==> config.mk <==
export PLATFORM = sky130hd
export DESIGN_NAME = escaped_api_frame_rx_parser
export DESIGN_NICKNAME = d
export VERILOG_FILES = /design/src/rtl/core/eafrx_pkg.sv /design/src/rtl/core/escaped_api_frame_rx_parser.sv /design/src/rtl/core/eafrx_front.sv /design/src/rtl/core/eafrx_queue.sv /design/src/rtl/core/eafrx_back.sv
export SDC_FILE = /design/constraint.sdc
export NUM_CORES = 1
export LEC_CHECK = 0
export BUFFER_PORTS_ARGS = -buffer_cell sky130_fd_sc_hd__buf_2
export CORE_MARGIN = 3
export CORE_UTILIZATION = 45
export DETAILED_ROUTE_END_ITERATION = 16
export GPL_TIMING_DRIVEN = 0
export PLACE_DENSITY = 0.71
export SETUP_SLACK_MARGIN = 0.1
export SLEW_MARGIN = 30
export SYNTH_ARGS = -nofsm -noshare
export SYNTH_HDL_FRONTEND = slang
export SYNTH_SLANG_ARGS = --single-unit
==> constraint.sdc <==
create_clock -name clk_i -period 10.55 [get_ports clk_i]
set_input_delay 0.5275 -clock clk_i [delete_from_list [all_inputs] [get_ports clk_i]]
set_output_delay 0.5275 -clock clk_i [all_outputs]
set_load 0.1 [all_outputs]
==> src/rtl/core/eafrx_pkg.sv <==
`default_nettype none
// ----------------------------------------------------------------------------
// eafrx_pkg - shared types and constants of the escaped frame receive parser
// Byte codes of the framing, the header field slots, and the word that
// the framing front end hands to the header/output back end.
// ----------------------------------------------------------------------------
package eafrx_pkg;

  localparam logic [7:0] StartDelim = 8'h7E;
  localparam logic [7:0] EscByte    = 8'h7D;
  localparam logic [7:0] XonByte    = 8'h11;
  localparam logic [7:0] XoffByte   = 8'h13;
  localparam logic [7:0] EscXor     = 8'h20;

  localparam int unsigned IdxW     = 17;  // byte count, holds length + 3
  localparam int unsigned HdrBytes = 13;  // header bytes, payload starts after
  localparam int unsigned EndOfs   = 3;   // checksum sits at count length + 3

  localparam int unsigned QueueDepth = 2;
  localparam int unsigned QPtrW      = $clog2(QueueDepth);
  localparam int unsigned QCntW      = $clog2(QueueDepth + 1);

  localparam int unsigned OutDataW = 112;  // 14 bytes of result fields

  // Header field a byte belongs to
  typedef enum logic [3:0] {
    SLOT_NONE,
    SLOT_LEN_HI,
    SLOT_LEN_LO,
    SLOT_TYPE,
    SLOT_ADDR,
    SLOT_DPORT_HI,
    SLOT_DPORT_LO,
    SLOT_SPORT_HI,
    SLOT_SPORT_LO,
    SLOT_PROTO,
    SLOT_STATUS
  } slot_e;

  // One classified, unescaped frame byte
  typedef struct packed {
    logic [7:0] data;
    slot_e      slot;
    logic       emit;  // byte gives a result
    logic       last;  // byte closes the frame
  } word_t;

  // Restore an escaped byte; values outside the escaped set pass unchanged
  function automatic logic [7:0] unescape(input logic [7:0] b);
    logic [7:0] r;
    r = b ^ EscXor;
    if (r == StartDelim || r == EscByte || r == XonByte || r == XoffByte) begin
      return r;
    end
    return b;
  endfunction

endpackage : eafrx_pkg
`default_nettype wire

==> src/rtl/core/escaped_api_frame_rx_parser.sv <==
`default_nettype none
// ----------------------------------------------------------------------------
// escaped_api_frame_rx_parser - receive parser for escaped API frames
// Takes serial bytes, strips framing and escapes, and streams out payload
// bytes together with the decoded frame header.
// ----------------------------------------------------------------------------
// Bytes arrive one per word on the slave stream. Outside a frame every byte
// but the 0x7E start delimiter is dropped. Inside a frame 0x7D escapes the
// next byte, which is XORed with 0x20 when that restores 0x7E, 0x7D, 0x11 or
// 0x13 and passed as is otherwise; 0x7E inside a frame is plain data. Frame
// bytes are counted from 1: 1-2 length (high first), 3 type, 4-7 IPv4 source
// address, 8-9 destination port, 10-11 source port, 12 protocol, 13 status.
// Every byte from 14 on leaves as one master word, and the byte at count
// length + 3 is the checksum: it leaves with tlast set (not checked) and
// closes the frame, even when it falls inside the header (short lengths).
// Each result word carries the header as it stands after that byte; fields
// not yet received in the current frame read zero.
// Throughput is one byte per clock while the master side takes words: the
// framing front end classifies a byte in the cycle it is taken, a two-word
// queue carries it to the back end, and the back end loads the header and
// the output register from the word at the queue head. Back pressure fills
// the output register and queue before s_axis_tready drops.
// ----------------------------------------------------------------------------
module escaped_api_frame_rx_parser (
  input  wire logic           clk_i,
  input  wire logic           rst_ni,
  // slave stream: tdata = rx_byte[7:0]
  input  wire logic           s_axis_tvalid,
  output logic                s_axis_tready,
  input  wire logic [7:0]     s_axis_tdata,
  // master stream, tdata from bit 0 up: payload_byte[7:0], frame_type[15:8],
  // source_address[47:16], destination_port[63:48], source_port[79:64],
  // protocol_code[87:80], status_code[95:88], frame_length[111:96]
  output logic                m_axis_tvalid,
  input  wire logic           m_axis_tready,
  output logic [111:0]        m_axis_tdata,
  output logic                m_axis_tlast  // frame_end
);
  import eafrx_pkg::*;

  logic  push;
  word_t push_word;
  logic  q_full;
  logic  q_valid;
  word_t q_word;
  logic  pop;

  // framing, escape removal, byte count and classification
  eafrx_front u_front (
    .clk_i        (clk_i),
    .rst_ni       (rst_ni),
    .byte_valid_i (s_axis_tvalid),
    .byte_ready_o (s_axis_tready),
    .byte_i       (s_axis_tdata),
    .push_o       (push),
    .word_o       (push_word),
    .full_i       (q_full)
  );

  // decouples front end stalls from output back pressure
  eafrx_queue u_queue (
    .clk_i   (clk_i),
    .rst_ni  (rst_ni),
    .push_i  (push),
    .word_i  (push_word),
    .full_o  (q_full),
    .valid_o (q_valid),
    .word_o  (q_word),
    .pop_i   (pop)
  );

  // header registers and registered result word
  eafrx_back u_back (
    .clk_i       (clk_i),
    .rst_ni      (rst_ni),
    .valid_i     (q_valid),
    .word_i      (q_word),
    .pop_o       (pop),
    .out_valid_o (m_axis_tvalid),
    .out_ready_i (m_axis_tready),
    .out_data_o  (m_axis_tdata),
    .out_last_o  (m_axis_tlast)
  );

endmodule : escaped_api_frame_rx_parser
`default_nettype wire

==> src/rtl/core/eafrx_front.sv <==
`default_nettype none
// ----------------------------------------------------------------------------
// eafrx_front - framing front end
// Hunts for the start delimiter, strips escapes, counts frame bytes and
// tags each one with its header slot, result and end-of-frame flags.
// ----------------------------------------------------------------------------
module eafrx_front (
  input  wire logic            clk_i,
  input  wire logic            rst_ni,
  input  wire logic            byte_valid_i,
  output logic                 byte_ready_o,
  input  wire logic [7:0]      byte_i,
  output logic                 push_o,
  output eafrx_pkg::word_t     word_o,
  input  wire logic            full_i
);
  import eafrx_pkg::*;

  logic            in_frame_q, in_frame_d;
  logic            esc_q, esc_d;
  logic [IdxW-1:0] idx_q, idx_d;
  logic [7:0]      len_hi_q, len_hi_d;
  logic [15:0]     len_q, len_d;

  logic            accept;
  logic [7:0]      ub;
  logic [15:0]     len_now;
  logic [IdxW-1:0] end_cnt;
  slot_e           slot;
  logic            last;

  assign byte_ready_o = !full_i;
  assign accept       = byte_valid_i && !full_i;

  assign ub      = esc_q ? unescape(byte_i) : byte_i;
  assign len_now = (idx_q == IdxW'(2)) ? {len_hi_q, ub} : len_q;
  assign end_cnt = IdxW'(len_now) + IdxW'(EndOfs);
  assign last    = (idx_q == end_cnt);

  // slot decoder, only the header counts carry a slot
  always_comb begin
    slot = SLOT_NONE;
    if (idx_q <= IdxW'(HdrBytes)) begin
      unique case (idx_q[3:0]) inside
        4'd1:                   slot = SLOT_LEN_HI;
        4'd2:                   slot = SLOT_LEN_LO;
        4'd3:                   slot = SLOT_TYPE;
        4'd4, 4'd5, 4'd6, 4'd7: slot = SLOT_ADDR;
        4'd8:                   slot = SLOT_DPORT_HI;
        4'd9:                   slot = SLOT_DPORT_LO;
        4'd10:                  slot = SLOT_SPORT_HI;
        4'd11:                  slot = SLOT_SPORT_LO;
        4'd12:                  slot = SLOT_PROTO;
        4'd13:                  slot = SLOT_STATUS;
        default:                slot = SLOT_NONE;
      endcase
    end
  end

  always_comb begin
    in_frame_d  = in_frame_q;
    esc_d       = esc_q;
    idx_d       = idx_q;
    len_hi_d    = len_hi_q;
    len_d       = len_q;
    push_o      = 1'b0;
    word_o.data = ub;
    word_o.slot = slot;
    word_o.last = last;
    word_o.emit = last || (idx_q > IdxW'(HdrBytes));
    if (accept) begin
      if (!in_frame_q) begin
        if (byte_i == StartDelim) begin
          in_frame_d = 1'b1;
          esc_d      = 1'b0;
          idx_d      = IdxW'(1);
          len_d      = '0;
          len_hi_d   = '0;
        end
      end else if (byte_i == EscByte) begin
        esc_d = 1'b1;
      end else begin
        esc_d  = 1'b0;
        push_o = 1'b1;
        len_d  = len_now;
        if (idx_q == IdxW'(1)) begin
          len_hi_d = ub;
        end
        if (last) begin
          in_frame_d = 1'b0;
          idx_d      = IdxW'(1);
        end else begin
          idx_d = idx_q + IdxW'(1);
        end
      end
    end
  end

  always_ff @(posedge clk_i or negedge rst_ni) begin
    if (!rst_ni) begin
      in_frame_q <= 1'b0;
      esc_q      <= 1'b0;
      idx_q      <= IdxW'(1);
      len_hi_q   <= '0;
      len_q      <= '0;
    end else begin
      in_frame_q <= in_frame_d;
      esc_q      <= esc_d;
      idx_q      <= idx_d;
      len_hi_q   <= len_hi_d;
      len_q      <= len_d;
    end
  end

endmodule : eafrx_front
`default_nettype wire

==> src/rtl/core/eafrx_queue.sv <==
`default_nettype none
// ----------------------------------------------------------------------------
// eafrx_queue - short word queue between front and back end
// Small circular buffer; full stalls the front, empty idles the back.
// ----------------------------------------------------------------------------
module eafrx_queue (
  input  wire logic             clk_i,
  input  wire logic             rst_ni,
  input  wire logic             push_i,
  input  eafrx_pkg::word_t      word_i,
  output logic                  full_o,
  output logic                  valid_o,
  output eafrx_pkg::word_t      word_o,
  input  wire logic             pop_i
);
  import eafrx_pkg::*;

  word_t            mem_q [QueueDepth];
  logic [QPtrW-1:0] wr_q, rd_q;
  logic [QCntW-1:0] cnt_q, cnt_d;

  assign full_o  = (cnt_q == QCntW'(QueueDepth));
  assign valid_o = (cnt_q != '0);
  assign word_o  = mem_q[rd_q];

  always_comb begin
    cnt_d = cnt_q;
    if (push_i && !pop_i) begin
      cnt_d = cnt_q + QCntW'(1);
    end else if (!push_i && pop_i) begin
      cnt_d = cnt_q - QCntW'(1);
    end
  end

  always_ff @(posedge clk_i) begin
    if (push_i) begin
      mem_q[wr_q] <= word_i;
    end
  end

  always_ff @(posedge clk_i or negedge rst_ni) begin
    if (!rst_ni) begin
      wr_q  <= '0;
      rd_q  <= '0;
      cnt_q <= '0;
    end else begin
      cnt_q <= cnt_d;
      if (push_i) begin
        wr_q <= (wr_q == QPtrW'(QueueDepth - 1)) ? '0 : wr_q + QPtrW'(1);
      end
      if (pop_i) begin
        rd_q <= (rd_q == QPtrW'(QueueDepth - 1)) ? '0 : rd_q + QPtrW'(1);
      end
    end
  end

endmodule : eafrx_queue
`default_nettype wire

==> src/rtl/core/eafrx_back.sv <==
`default_nettype none
// ----------------------------------------------------------------------------
// eafrx_back - header registers and result output stage
// Loads header fields from tagged words and registers one result word
// per payload or end byte, with the header as it stands after that byte.
// ----------------------------------------------------------------------------
module eafrx_back (
  input  wire logic                  clk_i,
  input  wire logic                  rst_ni,
  input  wire logic                  valid_i,
  input  eafrx_pkg::word_t           word_i,
  output logic                       pop_o,
  output logic                       out_valid_o,
  input  wire logic                  out_ready_i,
  output logic [eafrx_pkg::OutDataW-1:0] out_data_o,
  output logic                       out_last_o
);
  import eafrx_pkg::*;

  logic [7:0]  hold_q, hold_d;
  logic [15:0] len_q, len_d;
  logic [7:0]  type_q, type_d;
  logic [31:0] addr_q, addr_d;
  logic [15:0] dport_q, dport_d;
  logic [15:0] sport_q, sport_d;
  logic [7:0]  proto_q, proto_d;
  logic [7:0]  status_q, status_d;

  logic                out_valid_q, out_valid_d;
  logic [OutDataW-1:0] out_data_q;
  logic                out_last_q;
  logic                load_out;

  assign pop_o    = valid_i && (!out_valid_q || out_ready_i);
  assign load_out = pop_o && word_i.emit;

  always_comb begin
    hold_d   = hold_q;
    len_d    = len_q;
    type_d   = type_q;
    addr_d   = addr_q;
    dport_d  = dport_q;
    sport_d  = sport_q;
    proto_d  = proto_q;
    status_d = status_q;
    if (pop_o) begin
      unique case (word_i.slot)
        SLOT_LEN_HI: begin
          // first byte of a frame: drop the old header
          hold_d   = word_i.data;
          len_d    = '0;
          type_d   = '0;
          addr_d   = '0;
          dport_d  = '0;
          sport_d  = '0;
          proto_d  = '0;
          status_d = '0;
        end
        SLOT_LEN_LO:   len_d    = {hold_q, word_i.data};
        SLOT_TYPE:     type_d   = word_i.data;
        SLOT_ADDR:     addr_d   = {addr_q[23:0], word_i.data};
        SLOT_DPORT_HI: hold_d   = word_i.data;
        SLOT_DPORT_LO: dport_d  = {hold_q, word_i.data};
        SLOT_SPORT_HI: hold_d   = word_i.data;
        SLOT_SPORT_LO: sport_d  = {hold_q, word_i.data};
        SLOT_PROTO:    proto_d  = word_i.data;
        SLOT_STATUS:   status_d = word_i.data;
        default: ;
      endcase
    end
  end

  always_comb begin
    out_valid_d = out_valid_q;
    if (load_out) begin
      out_valid_d = 1'b1;
    end else if (out_ready_i) begin
      out_valid_d = 1'b0;
    end
  end

  always_ff @(posedge clk_i or negedge rst_ni) begin
    if (!rst_ni) begin
      hold_q      <= '0;
      len_q       <= '0;
      type_q      <= '0;
      addr_q      <= '0;
      dport_q     <= '0;
      sport_q     <= '0;
      proto_q     <= '0;
      status_q    <= '0;
      out_valid_q <= 1'b0;
    end else begin
      hold_q      <= hold_d;
      len_q       <= len_d;
      type_q      <= type_d;
      addr_q      <= addr_d;
      dport_q     <= dport_d;
      sport_q     <= sport_d;
      proto_q     <= proto_d;
      status_q    <= status_d;
      out_valid_q <= out_valid_d;
    end
  end

  always_ff @(posedge clk_i) begin
    if (load_out) begin
      out_data_q <= {len_d, status_d, proto_d, sport_d, dport_d, addr_d, type_d,
                     word_i.data};
      out_last_q <= word_i.last;
    end
  end

  assign out_valid_o = out_valid_q;
  assign out_data_o  = out_data_q;
  assign out_last_o  = out_last_q;

endmodule : eafrx_back
`default_nettype wire

---- Word level (Yosys, flattened, before mapping) ----
Memories as Yosys holds them, arrays and structs flattened.
Cells that the tools add are included.
cells by class
  add/subtract/negate cells ............... 6
  order comparisons ....................... 2
  equal/unequal tests ..................... 35
  muxes and demuxes ....................... 50
  bitwise gates (word level) .............. 1
  reduce and logical (&&, ||, !) cells .... 24
operator list
  kind                   number
  $mux 16                7
  $pmux 16 s2            3
  $mux 8                 10
  $mux 17                4
  $pmux 32 s2            1
  $pmux 8 s2             3
  $pmux 4 s10            1
  $eq 4x4->1 const B     9
  $eq 4x3->1 const B     8
  $eq 8x7->1 const B     4
  $mux 32                1
  $add 16x2->17 const B  1
  $add 17x1->17 const B  1
  $eq 17x1->1 const B    1
  $eq 17x17->1           1
  $eq 17x2->1 const B    1
  $gt 17x4->1 const B    1
  $le 17x4->1 const B    1
  $mux 1                 17
  $eq 4x2->1 const B     4
  $eq 8x5->1 const B     2
  $eq 4x1->1 const B     2
  $reduce_bool 2->1      4
  $logic_and 1x1->1      5
  other kinds (15)       26
storage, ports and cells
  register bits after elaboration ......... 273
  RAM bits ................................ 28
  input bits .............................. 12
  output and inout bits ................... 115
  logic and storage cells ................. 138
  memories ................................ 1
memory list
  memory         words  bits a word  read ports  clocked after Yosys merged registers in  write ports  RTL line           RTL
  u_queue.mem_q  2      14           1           0                                        1            eafrx_queue.sv:18  word_t mem_q [QueueDepth];

---- Logic depth before layout (Yosys ltp) ----
Gate-level depths: netlist of run 1.
  depth after elaboration ................. 14
  depth in mapped cells ................... 20
  depth with buffers taken out ............ 16

---- By module ----
From an unflattened synthesis of run 1, not the netlist that was laid out.
unflattened totals
  cell total of the unflattened synthesis .. 1227
  area total of the unflattened synthesis .. 13973.4 um^2
modules (own cells, without submodules)
  module       times used  cells an instance  area an instance (um^2)  sequential area each (um^2)
  eafrx_back   1           718                9062.4                   6221.0
  eafrx_front  1           449                3658.5                   1077.3
  eafrx_queue  1           60                 1252.5                   940.9

---- Worst setup path before layout of run 1 ----
Ideal clock, no wire load.
  path type ............................... reg-to-reg
  start point ............................. register u_back.out_valid_q, in the netlist u_back.out_valid_o
  end point ............................... register u_back.out_data_q[0], in the netlist u_back.out_data_o[0] (enable)
  setup time .............................. 0.586 ns
  data arrival time ....................... 6.206 ns
  data required time ...................... 9.964 ns
  slack ................................... 3.757 ns
  stages on the path, launching flop included .. 6
  clock period less this slack ............ 6.793 ns
  cells stage by stage .................... dfrtp_1 > nand2b_1 > o21ai_0 > clkbuf_1 > clkbuf_1 > nor2_1
between the ends
  cells in the longest elaborated chain, start to end .. 4
RTL lines
  what                    RTL line           RTL
  from (decl)             eafrx_back.sv:29   logic out_valid_q, out_valid_d;
  from (signal assigned)  eafrx_back.sv:102  out_valid_q <= out_valid_d;
  $logic_not 1->1         eafrx_back.sv:34   assign pop_o = valid_i && (!out_valid_q || out_ready_i);
  $logic_or 1x1->1        eafrx_back.sv:34
  $logic_and 1x1->1       eafrx_back.sv:34
  $logic_and 1x1->1       eafrx_back.sv:35   assign load_out = pop_o && word_i.emit;
  net u_back.load_out     eafrx_back.sv:32   logic load_out;
  to (signal assigned)    eafrx_back.sv:108  out_data_q <= {len_d, status_d, proto_d, sport_d, dport_d, addr_d, type_d,
  to (decl)               eafrx_back.sv:30   logic [OutDataW-1:0] out_data_q;
The timed path passes the listed nets, and every way through them passes these cells.
A chain may end at the register's enable or synchronous reset.

---- Worst setup path in the final report of run 1 ----
  start point ............................. register u_front.idx_q[1]
  end point ............................... register u_front.idx_q[12]
between the ends
  cells in the longest elaborated chain, start to end .. 7
RTL lines
  what                    RTL line            RTL
  from (decl)             eafrx_front.sv:21   logic [IdxW-1:0] idx_q, idx_d;
  from (signal assigned)  eafrx_front.sv:103  idx_q <= IdxW'(1);
  from (signal assigned)  eafrx_front.sv:109  idx_q <= idx_d;
  $eq 17x2->1             eafrx_front.sv:36   assign len_now = (idx_q == IdxW'(2)) ? {len_hi_q, ub} : len_q;
  $mux 16                 eafrx_front.sv:36
  $add 16x2->17           eafrx_front.sv:37   assign end_cnt = IdxW'(len_now) + IdxW'(EndOfs);
  $eq 17x17->1            eafrx_front.sv:38   assign last = (idx_q == end_cnt);
  $mux 17 *               eafrx_front.sv:89   if (last) begin
  $mux 17 *               eafrx_front.sv:80   end else if (byte_i == EscByte) begin
  $mux 17 *               eafrx_front.sv:72   if (!in_frame_q) begin
Every way passes the cells marked *; elsewhere a longest branch is shown, timed or not. The select of a mux whose other input is x is not followed.

==> impl_metrics.tcl, run 1 <==
set metrics [dict create \
    status "finished, final reports clean" \
    hp-start "s_axis_tdata[2]" \
    synth_commonest_cells "dfrtp_1 (159), edfxtp_1 (141), a22o_1 (118)" \
    postLayoutCellArea_um2 14600 \
    path_cells "ha_1 > nor3b_1 > and3_1 > nand2_1 > buf_2 > mux2i_1 > ha_1 > clkbuf_1 > a2111oi_0 > xnor2_1 > o21ai_0 > xnor2_1 > nand3_1 > or4_1 > buf_2 > buf_6 > a31oi_1 > mux2i_1" \
    synthXorXnorAreaFrac_pct 1.84 \
    syn_area_per_cell_um2 13.4 \
    area_growth_syn_to_layout_pct 17.8 \
    cts_buffers 30 \
    synth_compound_area_share_pct 14.8 \
    synthCells 922 \
    synth_area_leader_cell "edfxtp_1" \
    port_buffers 126 \
    first_iter_violations 782 \
    yosys-top-cells-area "edfxtp_1 (34%), dfrtp_1 (32%), a22o_1 (8.3%)" \
    synth_async_sr_flop_share_pct 53.2 \
    place_area_um2 13700 \
    critPathTopFamily "simple AND/OR/NAND/NOR gates" \
    synth_area_um2 12400 \
    slew_violations 0 \
    max_freq_mhz 188 \
    synthMostInstantiatedCell "dfrtp_1" \
    worstPathArrival_ns 5.73 \
    crit_required_ns 10.95 \
    path_buf_inv 4 \
    cap_violations 0 \
    cts_tree "done" \
    setup-violations-final 0 \
    via_count 8434 \
    die-area_um2 29600 \
    max_stage_delay_ns 0.61 \
    synth_cell_types 73 \
    synth_nets 940 \
    drc 0 \
    drt_first_pass_iters 5 \
    start_util_pct 45.9 \
    nets 1105 \
    clock_path_buffers 3 \
    gp_congestion 0.957 \
    synthAdderAreaFrac_pct 0.606 \
    wl_per_cell_um 20.2 \
    synth_edf_count 141 \
    fin_cells 1450 \
    grt.overflow.total 0 \
    coreArea_um2 27000 \
    start_kind "flip-flop" \
    r2r-start "u_front.idx_q[1]" \
    worst_pin_slew_ns 0.957 \
    chipHeight_um 172 \
    synth.top_cell.area_share_pct 34.2 \
    ys_ff_latch 301 \
    slowest_stage "a2111oi_0" \
    clock-sinks 301 \
    grt_first_pass_wirelength_um 46500 \
    cp-end-kind "flip-flop" \
    cts-root-buf "clkbuf_16" \
    yosys.area_share.simple_pct 10.6 \
    hold-worst-slack_ns 0.208 \
    crit_type "reg -> reg" \
    fin_crit_sh_pct 50.5 \
    setup_tns_ns 0 \
    grt_max_degree 89 \
    antenna_found_initial 0 \
    min_period_ns 5.33 \
    hold_class "in -> reg" \
    die_w_um 172 \
    dp_cells 1395 \
    relSlewSlack_pct 35.7 \
    yosysSeqAreaShare_pct 66.5 \
    skew_ns 0.00928 \
    fillers 2208 \
    rows 60 \
    grt_pass1_vias 8297 \
    grt_usage_pct 19.7 \
    clk_pin_slew_worst_paths_ns 0.06 \
    rsz0062_at_grt "false" \
    hold_viol_final 0 \
    startpoint "u_front.idx_q[1]" \
    wirelength_um 29300 \
    drtAntennaViolNets 0 \
    yosysWarningCount 0 \
    worstPathMaxFanout 10 \
    clk-insertion-delay-late_ns 0.53 \
    dp_hpwl_um 20600 \
    antennaDiodeCount 0 \
    synth_top_family_by_area "compound AO/OA/AOI/OAI gates" \
    ys.flop_type "dfrtp_1" \
    htreeDepth 1 \
    final_layout_size_suffix_gt1_share_pct 20.6 \
    io_pins 127 \
    synth_mux_area_share_pct 3.35 \
    viasPerCell 5.82 \
]
==> worst paths after layout <==
check                                 endpoint  slack, ns  depth (start not counted)
hold / removal             u_queue.mem_q[1][8]       0.21                          1
hold reg to reg               u_back.len_q[10]       0.50                          1
setup / recovery             u_front.idx_q[12]       5.22                         18
setup reg to reg             u_front.idx_q[12]       5.22                         18
max in group asynchronous     u_front.len_q[9]       9.13                          3
min in group asynchronous    u_back.addr_q[16]       0.57                          2
==> flip-flops by register name, summed over array words and instances, names as in the netlist <==
name	count
u_back.addr_q	32
u_back.dport_q	16
u_back.hold_q	8
u_back.len_q	16
u_back.out_data_o	112
u_back.out_last_o	1
u_back.out_valid_o	1
u_back.proto_q	8
u_back.sport_q	16
u_back.status_q	8
u_back.type_q	8
u_front.esc_q	1
u_front.idx_q	17
u_front.in_frame_q	1
u_front.len_hi_q	8
u_front.len_q	16
u_queue.cnt_q	2
u_queue.mem_q	28
u_queue.rd_q	1
u_queue.wr_q	1
==> logic make-up (layout without fill, tap and decap cells) <==
family,Yosys count,after routing
AND/OR/NAND/NOR,250,250
adder cells (fa/ha/maj),6,6
flip-flops,301,301
buffers and inverters,68,255
XOR/XNOR,26,26
multiplexers,39,39
AO/OA/AOI/OAI,232,232
==> routing by layer <==
layer	up-vias	global-route usage [%]	part of all wire, %
met5	-	0	0
met4	0	6.11	2.6
met3	61	2.61	5.7
met2	331	32.3	48
met1	4195	27.7	44
li1	3847	-	-
==> cell usage in the layout, fill, tap and decap left out, drive strengths merged, types with 5 or more instances in the layout <==
cell,instances
buf,149
xnor2,17
and2,6
nor4,8
clkbuf,83
clkinv,6
nand2b,10
a21o,6
a31oi,13
dfrtp,159
xor2,9
o311ai,6
and3,15
o21ai,37
a211oi,6
nand4,11
a21oi,16
edfxtp,141
ha,6
mux2,20
nand3,37
nor2,41
nor3,21
mux2i,19
or3,5
inv,14
nand2,65
nor2b,16
a22o,118
==> layout make-up <==
class                           instances  area (um^2)  share of cell area (%)
Buffer                                 54          238                    1.63
Clock buffer                           46          852                    5.84
Clock inverter                          8         77.6                   0.531
Inverter                               14         52.6                   0.360
Multi-Input combinational cell        553         3900                    26.7
Sequential cell                       301         8240                    56.4
Tap cell                              341          427                    2.92
Timing Repair Buffer                  133          816                    5.59
==> timing repair <==
action,4_1_cts,5_1_grt
hold endpoints to repair,71,0
gates resized for setup,0,0
hold buffers,1,0
setup buffers,0,0
==> through the flow <==
step / utilization (%) / setup WS, ns
detailed placement: 50.5 / 5.33
floorplan: - / 3.76
global route: 54.0 / 4.95
CTS: 54.0 / 5.28
finish: 54.0 / 5.22
global placement: 49.8 / 1.80
Power of run 1 is not shown: default switching activity piles up to over one toggle a cycle in this logic, so the estimate is an artifact.
==> run 2: changes to the inputs <==
==> constraint.sdc (replaced) <==
create_clock -name clk_i -period 5 [get_ports clk_i]
set_input_delay 0.25 -clock clk_i [delete_from_list [all_inputs] [get_ports clk_i]]
set_output_delay 0.25 -clock clk_i [all_outputs]
set_load 0.1 [all_outputs]
==> impl_metrics.tcl, run 2 (synthesis gave the netlist of run 1 again) <==
set metrics [dict create \
    status "finished, final reports clean" \
    holdPathStages 3 \
    hold_class "in -> reg" \
    max_stage_delay_ns 0.63 \
    grt.overflow.total 0 \
    clk-insertion-delay-late_ns 0.55 \
    htreeDepth 1 \
    cts_buffers 29 \
    nets 1108 \
    r2r_slack_ns 0.42 \
    first_iter_violations 833 \
    antenna_found_initial 0 \
    worst_pin_slew_ns 0.801 \
    gp_congestion 0.938 \
    worstPathMaxFanout 10 \
    fillers 2194 \
    clk_pin_slew_worst_paths_ns 0.07 \
    grt_max_degree 85 \
    wl_per_cell_um 20.4 \
    multi_input_area_um2 3930 \
    viasPerCell 5.75 \
    final_layout_size_suffix_gt1_share_pct 22.4 \
    postLayoutCellArea_um2 14800 \
    rows 60 \
    clock-sinks 301 \
    path_cells "inv_1 > ha_2 > nor3b_4 > buf_2 > nand2_4 > mux2i_1 > ha_1 > clkbuf_4 > xor2_1 > o32ai_1 > nand2_1 > o311ai_0 > nor4_1 > nand4_1 > or4_1 > buf_2 > buf_6 > a31oi_1 > mux2i_1" \
    mostFrequentLayoutCells "dfrtp_1 (159), edfxtp_1 (141), buf_2 (135), a22o_1 (118), nand2_1 (64)" \
    via_count 8363 \
    antennaDiodeCount 0 \
    critPathTopFamily "simple AND/OR/NAND/NOR gates" \
    cp-end-kind "flip-flop" \
    cap_violations 0 \
    cts-root-buf "clkbuf_16" \
    drtAntennaViolNets 0 \
    die_w_um 172 \
    regArea_um2 8240 \
    drt_first_pass_iters 5 \
    post_cts_buffers 0 \
    chipHeight_um 172 \
    cts_tree "done" \
    largest_reg_flops 112 \
    fin_crit_sh_pct 91.6 \
    slew_violations 0 \
    drc 0 \
    min_period_ns 4.58 \
    clock_path_buffers 3 \
    hold_viol_final 0 \
    hp-start "m_axis_tready" \
    coreArea_um2 27000 \
    io_pins 127 \
    wirelength_um 29700 \
    min_to "u_back.out_valid_o" \
    skew_ns 0.0239 \
    worstPathArrival_ns 4.99 \
    grt_usage_pct 20.1 \
    start_kind "flip-flop" \
    grt_first_pass_wirelength_um 47400 \
    r2r_cells 19 \
    rsz0062_at_grt "false" \
    die-area_um2 29600 \
    slowest_stage "dfstp_2" \
    dp_hpwl_um 20400 \
    crit_required_ns 5.41 \
    grt_pass1_vias 8284 \
    place_area_um2 13700 \
    max_freq_mhz 218 \
    area_growth_syn_to_layout_pct 19.7 \
    r2r-start "u_front.idx_q[0]" \
    port_buffers 126 \
    r2r-end "u_front.idx_q[9]" \
    crit_type "reg -> reg" \
    layout_commonest_cell "dfrtp_1" \
    relSlewSlack_pct 46.5 \
    path_buf_inv 5 \
    start_util_pct 45.9 \
    setup-violations-final 0 \
]
## run 2: final cells by class
cell class	count	share of cell area (%)
Clock inverter	21	2.11
Multi-Input combinational cell	553	26.5
Inverter	14	0.354
Tap cell	341	2.87
Clock buffer	33	5.19
Timing Repair Buffer	137	5.80
Buffer	54	1.68
Sequential cell	301	55.5
## run 2: per-layer routing
| layer | wire (um) | track usage [%] | vias to the layer above | share of wire [%] |
|---|---|---|---|---|
| met5 | 0 | 0 | - | 0 |
| met4 | 593 | 5.00 | 0 | 2.0 |
| met3 | 1430 | 2.70 | 47 | 4.8 |
| met2 | 14200 | 32.9 | 264 | 48 |
| met1 | 13500 | 28.7 | 4196 | 45 |
| li1 | - | - | 3856 | - |
## run 2: worst max-delay path by stage
stage | to | start | cells past startpoint | slack, ns
floorplan | u_back.out_data_o[0] | u_back.out_valid_o | 5 | 0.12
global placement | u_back.out_data_o[109] | u_queue.rd_q | 4 | -1.14
detailed placement | u_front.idx_q[12] | u_front.idx_q[1] | 18 | -0.20
CTS | u_front.idx_q[9] | u_front.idx_q[0] | 20 | 0.14
global route | u_front.idx_q[9] | u_front.idx_q[1] | 18 | 0.13
finish | u_front.idx_q[9] | u_front.idx_q[0] | 19 | 0.42
## run 2: through the flow
| stage | utilization, % | TNS (ns) | worst slack, ns | hold WS [ns] | std cells |
|---|---|---|---|---|---|
| floorplan | - | 0 | 0.118 | -0.0456 | 922 |
| global placement | 49.8 | -131.22 | -1.14 | 0.461 | 1389 |
| detailed placement | 50.6 | -3.04 | -0.205 | 0.0515 | 1396 |
| CTS | 54.8 | 0 | 0.144 | 0.00619 | 1454 |
| global route | 54.9 | 0 | 0.133 | 0.0320 | 1454 |
| finish | 54.9 | 0 | 0.419 | 0.0267 | 1454 |
## run 2: timing repair
action                                  in CTS  in global routing
endpoints found under the setup margin      22                 22
hold buffers                                 4                  0
resized for setup                            4                 10
hold endpoints to repair                    96                  0
pin swaps                                    0                  1
## run 2: worst register-to-register path, stage by stage (launching register included)
cell and delay [ns]:
dfstp_2 0.63, inv_1 0.10, ha_2 0.23, nor3b_4 0.18
buf_2 0.23, nand2_4 0.19, mux2i_1 0.34, ha_1 0.21
clkbuf_4 0.21, xor2_1 0.20, o32ai_1 0.11, nand2_1 0.08
o311ai_0 0.19, nor4_1 0.29, nand4_1 0.12, or4_1 0.51
buf_2 0.19, buf_6 0.17, a31oi_1 0.17, mux2i_1 0.09
Power of run 2 is left out for the same reason.
==> run 3: changes to the inputs <==
--- a/config.mk
+++ b/config.mk
@@ -6,13 +6,13 @@
 export NUM_CORES = 1
 export LEC_CHECK = 0
 export BUFFER_PORTS_ARGS = -buffer_cell sky130_fd_sc_hd__buf_2
-export CORE_MARGIN = 3
+export CORE_MARGIN = 1.5
 export CORE_UTILIZATION = 45
 export DETAILED_ROUTE_END_ITERATION = 16
 export GPL_TIMING_DRIVEN = 0
 export PLACE_DENSITY = 0.71
 export SETUP_SLACK_MARGIN = 0.1
-export SLEW_MARGIN = 30
+export SLEW_MARGIN = 20
 export SYNTH_ARGS = -nofsm -noshare
 export SYNTH_HDL_FRONTEND = slang
 export SYNTH_SLANG_ARGS = --single-unit
==> impl_metrics.tcl, run 3 (synthesis gave the netlist of run 1 again) <==
set metrics [dict create \
    rows 60 \
    grt_max_degree 88 \
    skew_ns 0.0121 \
    area_growth_syn_to_layout_pct 18.9 \
    r2r-start "u_front.idx_q[1]" \
    postLayoutCellArea_um2 14700 \
    crit_type "reg -> reg" \
    layout_commonest_cell "dfrtp_1" \
    hold_class "in -> reg" \
    finish.utilization_pct 54.5 \
    port_buffers 126 \
    rsz0062_at_grt "false" \
    viasPerCell 5.81 \
    io_pins 127 \
    start_util_pct 45.9 \
    drc 0 \
    min_to "u_queue.mem_q[1][10]" \
    r2r_slack_ns 0.35 \
    clock-sinks 301 \
    dp_cells 1395 \
    worst_pin_slew_ns 1.05 \
    fin_crit_sh_pct 93.0 \
    antennaDiodeCount 0 \
    mostFrequentLayoutCells "dfrtp_1 (159), edfxtp_1 (141), buf_2 (135), a22o_1 (118), nand2_1 (64)" \
    antenna_found_initial 0 \
    cts_buffers 29 \
    critPathTopFamily "simple AND/OR/NAND/NOR gates" \
    dp_hpwl_um 20100 \
    clk-insertion-delay-late_ns 0.54 \
    coreArea_um2 27000 \
    clock_path_buffers 3 \
    max_stage_delay_ns 0.49 \
    wl_per_cell_um 20.0 \
    start_kind "flip-flop" \
    hp-start "s_axis_tdata[4]" \
    first_iter_violations 646 \
    die_w_um 169 \
    min_period_ns 4.65 \
    largest_reg_flops 112 \
    place_area_um2 13600 \
    worstPathArrival_ns 5.06 \
    r2r-end "u_front.idx_q[12]" \
    chipHeight_um 169 \
    status "finished, final reports clean" \
    grt.overflow.total 0 \
    worstPathMaxFanout 10 \
    die-area_um2 28500 \
    holdPathStages 1 \
    grt_first_pass_wirelength_um 46500 \
    crit_required_ns 5.41 \
    hold_viol_final 0 \
    htreeDepth 1 \
    drt_first_pass_iters 5 \
    grt_pass1_vias 8258 \
    fin_cells 1455 \
    cp-end-kind "flip-flop" \
    via_count 8457 \
    setup-violations-final 0 \
    path_buf_inv 4 \
    relSlewSlack_pct 28.3 \
    cts-root-buf "clkbuf_16" \
    final_layout_size_suffix_gt1_share_pct 21.5 \
    clk_pin_slew_worst_paths_ns 0.06 \
    drtAntennaViolNets 0 \
    wirelength_um 29100 \
    gp_congestion 0.948 \
    cts_tree "done" \
    slew_violations 0 \
    cap_violations 0 \
    hold-worst-slack_ns 0.0419 \
    nets 1110 \
    slowest_stage "dfrtp_1" \
    r2r_cells 18 \
    max_freq_mhz 215 \
    path_cells "ha_1 > nor3b_4 > buf_2 > nand2_4 > mux2i_2 > ha_1 > clkbuf_4 > xor2_1 > o32ai_1 > nand2_1 > o311ai_0 > nor4_1 > nand4_1 > or4_1 > buf_2 > buf_6 > a31oi_1 > mux2i_1" \
    grt_usage_pct 20.6 \
]
run 3: routing by layer:
metal,vias up,global-route usage [%],share of wire (%)
met5,-,0,0
met2,300,34.1,48
met4,0,6.64,2.5
met1,4243,28.2,44
met3,56,2.83,5.3
li1,3858,-,-
run 3: stage by stage:
step	setup TNS, ns	setup WS (ns)
5_1_grt	0	0.0905
3_5_place_dp	-0.934	-0.112
2_1_floorplan	0	0.118
3_3_place_gp	-129.50	-1.13
4_1_cts	0	0.181
6_report	0	0.349
run 3: how the worst max path moves through the flow:
stage                        from                endpoint  slack [ns]  depth (start not counted)
2_1_floorplan  u_back.out_valid_o    u_back.out_data_o[0]        0.12                          5
3_3_place_gp         u_queue.rd_q  u_back.out_data_o[109]       -1.13                          4
3_5_place_dp     u_front.idx_q[1]       u_front.idx_q[12]       -0.11                         18
4_1_cts          u_front.idx_q[0]       u_front.idx_q[12]        0.18                         20
5_1_grt          u_front.idx_q[1]        u_front.idx_q[8]        0.09                         18
6_report         u_front.idx_q[1]       u_front.idx_q[12]        0.35                         18
run 3: timing repair:
| action | in CTS | in global routing |
|---|---|---|
| resized for setup | 3 | 10 |
| pin swaps | 0 | 1 |
| endpoints found under the hold margin | 80 | 0 |
| hold buffers | 5 | 0 |
| cloned | 0 | 0 |
| setup endpoints to repair | 22 | 22 |
| setup buffers | 0 | 2 |
run 3: final cells by class:
type	instances	area [um^2]
fill	2219	12300
sequential	301	8240
buffer	54	248
tap	341	427
clock buffer	37	786
timing repair buffer	139	858
multi-input combinational	553	3920
inverter	14	52.6
clock inverter	16	211
Power of run 3 is left out for the same reason.
